**src/hdl/kernel_image_signature_scanner_defines.svh**
```systemverilog
// ----------------------------------------------------------------------------
// Assertion macros for the kernel image signature scanner
// Concurrent checks that vanish when SYNTHESIS is defined.
// ----------------------------------------------------------------------------
`ifndef KERNEL_IMAGE_SIGNATURE_SCANNER_DEFINES_SVH
`define KERNEL_IMAGE_SIGNATURE_SCANNER_DEFINES_SVH

`ifndef SYNTHESIS
// consequent must hold in the same cycle as the antecedent
`define KISS_ASSERT_SAME(lbl, clk, rstn, ante, cons) \
    lbl: assert property (@(posedge clk) disable iff (!rstn) (ante) |-> (cons)) \
        else $error("assertion failed");
// consequent must hold in the cycle after the antecedent
`define KISS_ASSERT_NEXT(lbl, clk, rstn, ante, cons) \
    lbl: assert property (@(posedge clk) disable iff (!rstn) (ante) |=> (cons)) \
        else $error("assertion failed");
`else
`define KISS_ASSERT_SAME(lbl, clk, rstn, ante, cons)
`define KISS_ASSERT_NEXT(lbl, clk, rstn, ante, cons)
`endif

`endif

```
**src/hdl/kiss_pkg.sv**
```systemverilog
`timescale 1ns / 1ps
// ----------------------------------------------------------------------------
// kiss_pkg
// Constants, signature tables and shared types of the signature scanner.
// ----------------------------------------------------------------------------
package kiss_pkg;

    localparam int POS_BITS        = 32;
    localparam int OFS_BITS        = 32;
    localparam int HEADER_DISTANCE = 514;
    localparam int BOOT_SPAN       = HEADER_DISTANCE + 4;
    localparam int DELAY_DEPTH     = HEADER_DISTANCE - 11;
    localparam int DL_PTR_BITS     = $clog2(DELAY_DEPTH);
    localparam int HIST_DEPTH      = 16;
    localparam int EN_BITS         = 4;

    // start offsets relative to the completing byte
    localparam int A64_SPAN        = 59;
    localparam int ZIM_SPAN        = 3;
    localparam int ZIM_MIN_POS     = 39;
    localparam int BAN_SPAN        = 13;
    localparam int MAGIC_MIN_POS   = 15;

    // enable register bits
    localparam int EN_BOOT         = 0;
    localparam int EN_A64          = 1;
    localparam int EN_ZIM          = 2;
    localparam int EN_BAN          = 3;

    localparam int M_FIELD_BITS    = 4 * (OFS_BITS + 1);
    localparam int M_TDATA_BITS    = ((M_FIELD_BITS + 7) / 8) * 8;
    localparam int M_PAD_BITS      = M_TDATA_BITS - M_FIELD_BITS;

    localparam logic [7:0] BOOT_SIG [16] = '{
        8'hB8, 8'hC0, 8'h07, 8'h8E, 8'hD8, 8'hB8, 8'h00, 8'h90,
        8'h8E, 8'hC0, 8'hB9, 8'h00, 8'h01, 8'h29, 8'hF6, 8'h29
    };
    localparam logic [7:0] HDR_SIG [5]  = '{8'h21, 8'h48, 8'h64, 8'h72, 8'h53};
    localparam logic [7:0] A64_SIG [12] = '{
        8'h00, 8'h00, 8'h00, 8'h00, 8'h00, 8'h00, 8'h00, 8'h00,
        8'h41, 8'h52, 8'h4D, 8'h64
    };
    localparam logic [7:0] ZLE_SIG [4]  = '{8'h18, 8'h28, 8'h6F, 8'h01};
    localparam logic [7:0] ZBE_SIG [4]  = '{8'h01, 8'h6F, 8'h28, 8'h18};
    localparam logic [7:0] BAN_SIG [14] = '{
        8'h4C, 8'h69, 8'h6E, 8'h75, 8'h78, 8'h20, 8'h76,
        8'h65, 8'h72, 8'h73, 8'h69, 8'h6F, 8'h6E, 8'h20
    };

    // one access of the magic delay line per accepted byte
    typedef struct packed {
        logic step;
        logic magic;
    } dl_req_t;

endpackage

```
**src/hdl/kiss_delay_line.sv**
```systemverilog
`timescale 1ns / 1ps
// ----------------------------------------------------------------------------
// kiss_delay_line
// Circular one-bit RAM that delays boot magic matches by DELAY_DEPTH bytes.
// ----------------------------------------------------------------------------
`include "kernel_image_signature_scanner_defines.svh"

module kiss_delay_line
    import kiss_pkg::*;
(
    input  logic    aclk,
    input  logic    aresetn,
    input  dl_req_t req,
    output logic    rd_bit
);

    logic                   mem [DELAY_DEPTH];
    logic [DL_PTR_BITS-1:0] ptr_reg;
    logic [DL_PTR_BITS-1:0] ptr_next;
    logic                   rd_bit_reg;

    localparam logic [DL_PTR_BITS-1:0] PTR_LAST = DL_PTR_BITS'(DELAY_DEPTH - 1);

    always_comb begin
        ptr_next = ptr_reg;
        if (req.step) begin
            ptr_next = (ptr_reg == PTR_LAST) ? '0 : ptr_reg + DL_PTR_BITS'(1);
        end
    end

    always_ff @(posedge aclk) begin
        if (!aresetn) begin
            ptr_reg <= '0;
        end else begin
            ptr_reg <= ptr_next;
        end
    end

    // read-first: the old entry leaves as the new match goes in
    always_ff @(posedge aclk) begin
        if (req.step) begin
            rd_bit_reg   <= mem[ptr_reg];
            mem[ptr_reg] <= req.magic;
        end
    end

    assign rd_bit = rd_bit_reg;

    `KISS_ASSERT_SAME(a_ptr_range, aclk, aresetn, 1'b1, ptr_reg <= PTR_LAST)
    `KISS_ASSERT_NEXT(a_ptr_step, aclk, aresetn, req.step, ptr_reg == $past(ptr_next))
    `KISS_ASSERT_NEXT(a_idle_hold, aclk, aresetn, !req.step, $stable(ptr_reg))

endmodule

```
**src/hdl/kernel_image_signature_scanner.sv**
```systemverilog
`timescale 1ns / 1ps
// ----------------------------------------------------------------------------
// kernel_image_signature_scanner
// Byte-stream scanner for four kernel image signatures.
// ----------------------------------------------------------------------------
// Usage:
//  - s_ channel: one blob byte per transaction in s_tdata, s_tlast marks
//    the final byte of a blob; position restarts at 0 after it.
//  - m_ channel: exactly one result transaction per input byte, in order,
//    carrying hit flags and start offsets of every signature ending there;
//    m_tlast copies the input last flag.
//  - cfg_ channel: writes the 4-bit signature enable, always ready; only
//    write while no byte is in flight.
//  - Pipeline: two register stages; a byte passes stage 1 and then the
//    output register, which drives m_tvalid for its result transaction.
//  - Throughput: 1 byte per cycle unless stalled. Each byte makes one RMW of
//    the magic delay RAM (one read-first access), which sets the rate.
//  - Reset: pipeline and position clear, enable returns to all ones. The
//    delay RAM is not swept; an entry only counts once 518 bytes of the
//    current blob have passed, by which time it has been written.
//  - Stall: with m_tready low the output register and stage 1 hold, the
//    RAM read is frozen, and s_tready drops once both are full.
// ----------------------------------------------------------------------------
`include "kernel_image_signature_scanner_defines.svh"

module kernel_image_signature_scanner
    import kiss_pkg::*;
(
    input  logic                    aclk,
    input  logic                    aresetn,
    // input stream
    input  logic                    s_tvalid,
    output logic                    s_tready,
    input  logic [7:0]              s_tdata,   // [7:0] data_byte
    input  logic                    s_tlast,   // last
    // result stream
    output logic                    m_tvalid,
    input  logic                    m_tready,
    // [0] boot_hit, [32:1] boot_offset, [33] arm64_hit, [65:34] arm64_offset,
    // [66] zimage_hit, [98:67] zimage_offset, [99] banner_hit,
    // [131:100] banner_offset, [135:132] zero
    output logic [M_TDATA_BITS-1:0] m_tdata,
    output logic                    m_tlast,   // last_out
    // configuration: signature_enable
    input  logic                    cfg_valid,
    output logic                    cfg_ready,
    input  logic [EN_BITS-1:0]      cfg_data
);

    // ---------------- control ----------------
    logic s_accept;
    logic out_load;
    logic s1_stall;

    logic               s1_valid_reg, s1_valid_next;
    logic               m_tvalid_reg, m_tvalid_next;
    logic [EN_BITS-1:0] en_reg;

    assign out_load  = s1_valid_reg && (!m_tvalid_reg || m_tready);
    assign s_tready  = !s1_valid_reg || out_load;
    assign s_accept  = s_tvalid && s_tready;
    assign cfg_ready = 1'b1;
    assign s1_stall  = s1_valid_reg && !out_load;

    // ---------------- window and position ----------------
    logic [7:0]          hist_reg [HIST_DEPTH-1];
    logic [7:0]          win [HIST_DEPTH];
    logic [POS_BITS-1:0] pos_reg, pos_next;

    always_comb begin
        win[0] = s_tdata;
        for (int k = 1; k < HIST_DEPTH; k++) begin
            win[k] = hist_reg[k-1];
        end
    end

    assign pos_next = s_tlast ? '0 : pos_reg + POS_BITS'(1);

    // pattern[i] sits len-1-i bytes back from the newest byte
    logic m_boot, m_hdr, m_a64, m_zle, m_zbe, m_ban;

    always_comb begin
        m_boot = 1'b1;
        m_hdr  = 1'b1;
        m_a64  = 1'b1;
        m_zle  = 1'b1;
        m_zbe  = 1'b1;
        m_ban  = 1'b1;
        for (int i = 0; i < 16; i++) begin
            if (win[15-i] != BOOT_SIG[i]) m_boot = 1'b0;
        end
        for (int i = 0; i < 5; i++) begin
            if (win[4-i] != HDR_SIG[i]) m_hdr = 1'b0;
        end
        for (int i = 0; i < 12; i++) begin
            if (win[11-i] != A64_SIG[i]) m_a64 = 1'b0;
        end
        for (int i = 0; i < 4; i++) begin
            if (win[3-i] != ZLE_SIG[i]) m_zle = 1'b0;
            if (win[3-i] != ZBE_SIG[i]) m_zbe = 1'b0;
        end
        for (int i = 0; i < 14; i++) begin
            if (win[13-i] != BAN_SIG[i]) m_ban = 1'b0;
        end
    end

    // magic match goes into the delay RAM, 503 bytes back comes out
    dl_req_t dl_req;
    logic    dl_rd_bit;

    assign dl_req.step  = s_accept;
    assign dl_req.magic = (pos_reg >= POS_BITS'(MAGIC_MIN_POS)) && m_boot;

    kiss_delay_line u_delay (
        .aclk    (aclk),
        .aresetn (aresetn),
        .req     (dl_req),
        .rd_bit  (dl_rd_bit)
    );

    // ---------------- stage 1: flags, aligned with RAM read data ----------------
    logic [POS_BITS-1:0] s1_pos_reg;
    logic                s1_last_reg;
    logic                s1_boot_ok_reg;
    logic                s1_a64_reg;
    logic                s1_zim_reg;
    logic                s1_ban_reg;

    always_comb begin
        s1_valid_next = s1_valid_reg;
        if (s_accept) begin
            s1_valid_next = 1'b1;
        end else if (out_load) begin
            s1_valid_next = 1'b0;
        end
        m_tvalid_next = m_tvalid_reg;
        if (out_load) begin
            m_tvalid_next = 1'b1;
        end else if (m_tready) begin
            m_tvalid_next = 1'b0;
        end
    end

    always_ff @(posedge aclk) begin
        if (!aresetn) begin
            s1_valid_reg <= 1'b0;
            m_tvalid_reg <= 1'b0;
            pos_reg      <= '0;
            en_reg       <= {EN_BITS{1'b1}};
            for (int k = 0; k < HIST_DEPTH - 1; k++) begin
                hist_reg[k] <= '0;
            end
        end else begin
            s1_valid_reg <= s1_valid_next;
            m_tvalid_reg <= m_tvalid_next;
            if (cfg_valid) begin
                en_reg <= cfg_data;
            end
            if (s_accept) begin
                pos_reg     <= pos_next;
                hist_reg[0] <= s_tdata;
                for (int k = 1; k < HIST_DEPTH - 1; k++) begin
                    hist_reg[k] <= hist_reg[k-1];
                end
            end
        end
    end

    // payload, no reset
    always_ff @(posedge aclk) begin
        if (s_accept) begin
            s1_pos_reg     <= pos_reg;
            s1_last_reg    <= s_tlast;
            s1_boot_ok_reg <= en_reg[EN_BOOT] && m_hdr
                              && (pos_reg >= POS_BITS'(BOOT_SPAN));
            s1_a64_reg     <= en_reg[EN_A64] && m_a64
                              && (pos_reg >= POS_BITS'(A64_SPAN));
            s1_zim_reg     <= en_reg[EN_ZIM] && (m_zle || m_zbe)
                              && (pos_reg >= POS_BITS'(ZIM_MIN_POS));
            s1_ban_reg     <= en_reg[EN_BAN] && m_ban
                              && (pos_reg >= POS_BITS'(BAN_SPAN));
        end
    end

    // ---------------- stage 2: offsets into the output register ----------------
    logic                    boot_hit;
    logic [OFS_BITS-1:0]     boot_ofs, a64_ofs, zim_ofs, ban_ofs;
    logic [M_TDATA_BITS-1:0] m_tdata_reg, m_tdata_next;
    logic                    m_tlast_reg;

    assign boot_hit = s1_boot_ok_reg && dl_rd_bit;

    always_comb begin
        boot_ofs = boot_hit ? OFS_BITS'(s1_pos_reg - POS_BITS'(BOOT_SPAN)) : '0;
        a64_ofs  = s1_a64_reg ? OFS_BITS'(s1_pos_reg - POS_BITS'(A64_SPAN)) : '0;
        zim_ofs  = s1_zim_reg ? OFS_BITS'(s1_pos_reg - POS_BITS'(ZIM_SPAN)) : '0;
        ban_ofs  = s1_ban_reg ? OFS_BITS'(s1_pos_reg - POS_BITS'(BAN_SPAN)) : '0;
        m_tdata_next = {M_PAD_BITS'(0),
                        ban_ofs, s1_ban_reg,
                        zim_ofs, s1_zim_reg,
                        a64_ofs, s1_a64_reg,
                        boot_ofs, boot_hit};
    end

    always_ff @(posedge aclk) begin
        if (out_load) begin
            m_tdata_reg <= m_tdata_next;
            m_tlast_reg <= s1_last_reg;
        end
    end

    assign m_tvalid = m_tvalid_reg;
    assign m_tdata  = m_tdata_reg;
    assign m_tlast  = m_tlast_reg;

    // ---------------- checks ----------------
    `KISS_ASSERT_SAME(a_accept_room, aclk, aresetn, s_accept, !s1_valid_reg || out_load)
    `KISS_ASSERT_NEXT(a_pos_restart, aclk, aresetn, s_accept && s_tlast, pos_reg == '0)
    `KISS_ASSERT_NEXT(a_s1_hold, aclk, aresetn, s1_stall, s1_valid_reg && $stable(s1_pos_reg))
    `KISS_ASSERT_SAME(a_boot_miss_zero, aclk, aresetn, !boot_hit, boot_ofs == '0)

endmodule
```
**config.mk**
```make
export PLATFORM = sky130hd
export DESIGN_NAME = kernel_image_signature_scanner
export DESIGN_NICKNAME = d
export VERILOG_FILES = /design/src/hdl/kiss_pkg.sv /design/src/hdl/kiss_delay_line.sv /design/src/hdl/kernel_image_signature_scanner.sv
export VERILOG_INCLUDE_DIRS = /design/src /design/src/hdl
export SDC_FILE = /design/constraint.sdc
export NUM_CORES = 1
export LEC_CHECK = 0
export BUFFER_PORTS_ARGS = -buffer_cell sky130_fd_sc_hd__buf_4
export CAP_MARGIN = 15
export CORE_AREA = 5 5 305 427
export DETAILED_ROUTE_END_ITERATION = 10
export DIE_AREA = 0 0 310 432
export GPL_TIMING_DRIVEN = 0
export SYNTH_ARGS = -nofsm -noshare
export SYNTH_HDL_FRONTEND = slang
export SYNTH_SLANG_ARGS = --single-unit
```
**constraint.sdc**
```tcl
create_clock -name aclk -period 43.4 [get_ports aclk]
set_input_delay 0 -clock aclk [delete_from_list [all_inputs] [get_ports aclk]]
set_output_delay 0 -clock aclk [all_outputs]
set_load 0.01 [all_outputs]
```
### Word level (Yosys, flattened, before mapping)

Memory sizes are Yosys's and may differ from the RTL's. A register that Yosys moved wholly into a read port is not among the register bits.
Index checks and enable logic that the tools add are counted.

* flip-flop bits (word level): 217
* RAM bits: 623
* word-level logic and storage cells: 197
* memories kept: 2

Memory list
* u_delay.mem: words 503, bits a word 1, read ports 1, clocked after Yosys merged registers in 1, write ports 1, RTL line kiss_delay_line.sv:17 `logic mem [DELAY_DEPTH];`
* hist_reg: words 15, bits a word 8, read ports 15, clocked after Yosys merged registers in 0, write ports 15, RTL line kernel_image_signature_scanner.sv:66 `logic [7:0] hist_reg [HIST_DEPTH-1];`

* add/sub/neg operators: 6
* magnitude comparators: 5
* eq/ne operators: 44
* mux-type cells: 81
* bitwise logic cells: 15
* reduce and logical (&&, ||, !) cells: 27

Operator list (count)
* $ne A8 B7 Y1 const B: 21
* $mux W8: 15
* $ne A8 B8 Y1 const B: 10
* $ge A32 B4 Y1 const B: 2
* $ge A32 B6 Y1 const B: 2
* $mux W1: 64
* $reduce_bool A8 Y1: 8
* $ne A8 B6 Y1 const B: 7
* $add A32 B1 Y32 const B: 1
* $ge A32 B10 Y1 const B: 1
* $mux W32: 1
* $sub A32 B10 Y32 const B: 1
* $sub A32 B2 Y32 const B: 1
* $sub A32 B4 Y32 const B: 1
* $sub A32 B6 Y32 const B: 1
* $ne A8 B1 Y1 const B: 2
* $ne A8 B5 Y1 const B: 2
* $or A1 B1 Y1: 15
* $logic_and A1 B1 Y1: 12
* $add A9 B1 Y9 const B: 1
* $eq A9 B9 Y1 const B: 1
* $mux W9: 1
* $ne A8 B3 Y1 const B: 1
* $reduce_bool A2 Y1: 2
* 2 further kinds: 5

### Logic depth before layout (Yosys ltp)

An unclocked memory read counts as a cell.

* word-level depth: 19
* gate-level depth with buffers: 12
* gate-level depth less buffers: 9

### Cells and area by module

Synthesis repeated with hierarchy kept, for this count alone.

* cell total of the unflattened synthesis: 2855
* area total of the unflattened synthesis: 37534.7 um^2

By module, submodules not included
* kiss_delay_line: instances 1, cells each 1577, area each 22322.7 um^2, seq. area each 15314.7 um^2
* kernel_image_signature_scanner: instances 1, cells each 1278, area each 15212.1 um^2, seq. area each 9469.1 um^2

### Worst setup path after synthesis

Ideal clock, no wire load.

* kind: reg-to-reg
* from: mem hist_reg[12][3] (netlist: hist_reg[1][35])
* to: mem u_delay.mem[0], data pin
* library setup time: 5.314 ns
* arrival time: 27.915 ns
* path slack: 10.170 ns
* stages on the path, launching flop included: 5
* buffers on the path: 0
* path through: edfxtp_1 -> or4b_2 -> nor4_1 -> nand4_1 -> nor4_1

RTL lines (RTL line)
* start: declaration: kernel_image_signature_scanner.sv:66
* end: declaration: kiss_delay_line.sv:17

==> out/results.txt <==
# IOs = 158
Layout area overhead = 17.7%
Hold Vio Cnt, Final = 0
Post-Layout Cell Count = 4861
Synth Flop Type = edfxtp_1
gpl congestion = 0.947
area share of the largest cell type after synthesis = 0.637
Final ANT Viol Nets = 0
pin count of the biggest net entering global routing = 74
Die Footprint = 134000 sq um
RSZ-0062 raised after global routing = no
wire per inst = 23.8 um
CP Capture Type = flip-flop
sequential share of the synthesized area = 0.662
net count reported at finish = 3190
CTS tree = built
DR vias/cell = 5.10
Layout Utilization = 0.351
PnR worst setup slack = 38.06 ns
CP max stage delay = 0.87 ns
largest cells by area after synthesis = edfxtp_1 64%, mux4_2 6.4%, nor2_1 6.3%, dfxtp_1 2.5%, and2_1 1.9%
GRT Residual Overflow = 0
Setup Skew = 0.0337 ns
DR vias = 24800
clk slew on worst S/H paths = 0.06 ns
max reg flops = 503
Root Buffer = clkbuf_16
initial antenna violation count = 0
Critical Path Most Common Cell = buf_4
synthesized area = 37500 sq um
post-DP HPWL = 81.8 mm
diode count = 0
Post-Synthesis Cells = 2847
Final Setup Violations = 0
final wirelength = 115 mm
max-cap violations = 0
Mapped Avg Cell Area = 13.2 sq um
number of distinct library cells after synthesis = 79
I/O Buffers = 151
global-route wire length before repair = 166 mm
critical-path cell list = or3_1 > nor4_1 > nand3_1 > nor3_1 > nand4_1 > nor4_2 > buf_4 > buf_6 > buf_4 > buf_4 > buf_4 > buf_6 > buf_4 > buf_4 > buf_4 > buf_4 > buf_4
Syn. warnings = 0
Place WS = 38.12 ns
buffers plus inverters on the worst setup path = 11
minimum clock period = 5.34 ns
maximum vdd drop = 25.8 uV
most common cell after layout, fill and taps aside = edfxtp_1
worst-path maximum fanout = 14
1st-pass router iterations = 5
PostCTS Resize Cnt = 0
CP max stage cell = nor4_2
Max Slew Vio Count = 0
clk_lat worst skew = 0.68 ns
Cell Count Post-Placement = 4694
Post-CTS Setup Inserts = 0
drt drc = 0
vias in the first global route = 24600
post-synth top area cell = edfxtp_1
family with the most delay on the worst path = simple AND/OR/NAND/NOR gates
initial core utilization = 0.298
total CTS buffers = 81
layout cells sized above 1 = 0.155
Hold Crit Class = in2reg
Yosys reg bits = 841
clk buf depth = 3
required time of the critical path = 43.92 ns
Sink Count = 841
crit path launch type = flip-flop
H-tree depth = 3
Die Y = 432 um
arrival time at the worst endpoint = 5.86 ns
Site Rows = 154
core area = 126000 sq um
Global Route Usage Sum = 0.167
initial DRC count = 2357
hold slack = 0.148 ns
Overall Power = 0.00173 W
ys async rst share = 0
chip width = 310 um
Fmax = 0.187 GHz
commonest non-fill, non-tap cells in the layout = 794 x edfxtp_1, 627 x nor2_1, 202 x buf_4, 174 x clkbuf_1, 139 x nand2_1
Final period util = 0.123
PwrDens = 39.1 nW/um^2
EDFF count, synth = 794
worst-margin pin slew = 1.25 ns
Pleak = 13.1 nW
Worst Path Class, Setup = reg2reg
Worst slew margin = 0.145
run status = complete, no violations
through the flow:
step	cell area [sq um]	setup TNS, ns
5_1_grt	44100	0
3_3_place_gp	40700	-5030.05
6_report	44100	0
4_1_cts	44100	0
3_5_place_dp	41200	0
2_1_floorplan	37500	0
power breakdown:
| part | internal (W) | switching [W] |
|---|---|---|
| Sequential | 0.000896 | 0.0000109 |
| Combinational | 0.0000321 | 0.0000564 |
| Clock | 0.000413 | 0.000317 |
cell type report:
cell class | count | area [sq um]
Clock inverter | 54 | 576
Multi-Input combinational cell | 1770 | 11600
Clock buffer | 93 | 2090
Fill cell | 12300 | 81500
Tap cell | 1638 | 2050
Timing Repair Buffer | 226 | 1890
Inverter | 19 | 71.3
Sequential cell | 841 | 24800
Buffer | 220 | 1000
what timing repair did:
action | 4_1_cts | 5_1_grt
setup endpoints to repair | 0 | 0
endpoints found under the hold margin | 37 | 0
hold buffers | 20 | 0
routing by layer:
layer	wire length, um	GRT usage	vias up
met5	0	0	-
met4	7290	0.0945	0
met3	7780	0.0287	330
met2	58700	0.299	1096
met1	41700	0.188	12400
li1	-	-	11000
synth_stat cells (all sizes together) (45+ instances only):
| master | count |
|---|---|
| nor2 | 627 |
| mux2i | 45 |
| nor4 | 48 |
| edfxtp | 794 |
| xor2 | 53 |
| dfxtp | 47 |
| o21ai | 48 |
| nand2 | 141 |
| nand3 | 53 |
| and2 | 115 |
| clkbuf | 164 |
| and3 | 91 |
| mux4 | 106 |
| xnor2 | 65 |
| buf | 56 |
logic make-up after synthesis:
family	after synthesis	synth area share
flip-flops	841	0.662
AND/OR/NAND/NOR	1294	0.166
adder cells (fa/ha/maj)	13	0.00434
buffers and inverters	239	0.0287
other	2	0.000200
XOR/XNOR	118	0.0276
multiplexers	164	0.0798
AO/OA/AOI/OAI	176	0.0317
path summary, 6_finish.rpt:
check	depth (start not counted)	from	endpoint	slack [ns]
worst min register to register	0	s1_last_reg$_DFFE_PP_	m_tlast$_DFFE_PP_	0.42
worst max register to register	17	hist_reg[0][27]$_SDFFCE_PN0P_	u_delay.mem[442]$_DFFE_PP_	38.06
worst min-delay path	2	s_tlast	s1_last_reg$_DFFE_PP_	0.15
worst max-delay path	17	hist_reg[0][27]$_SDFFCE_PN0P_	u_delay.mem[442]$_DFFE_PP_	38.06
No activity file was read; power rests on OpenSTA's default activity.
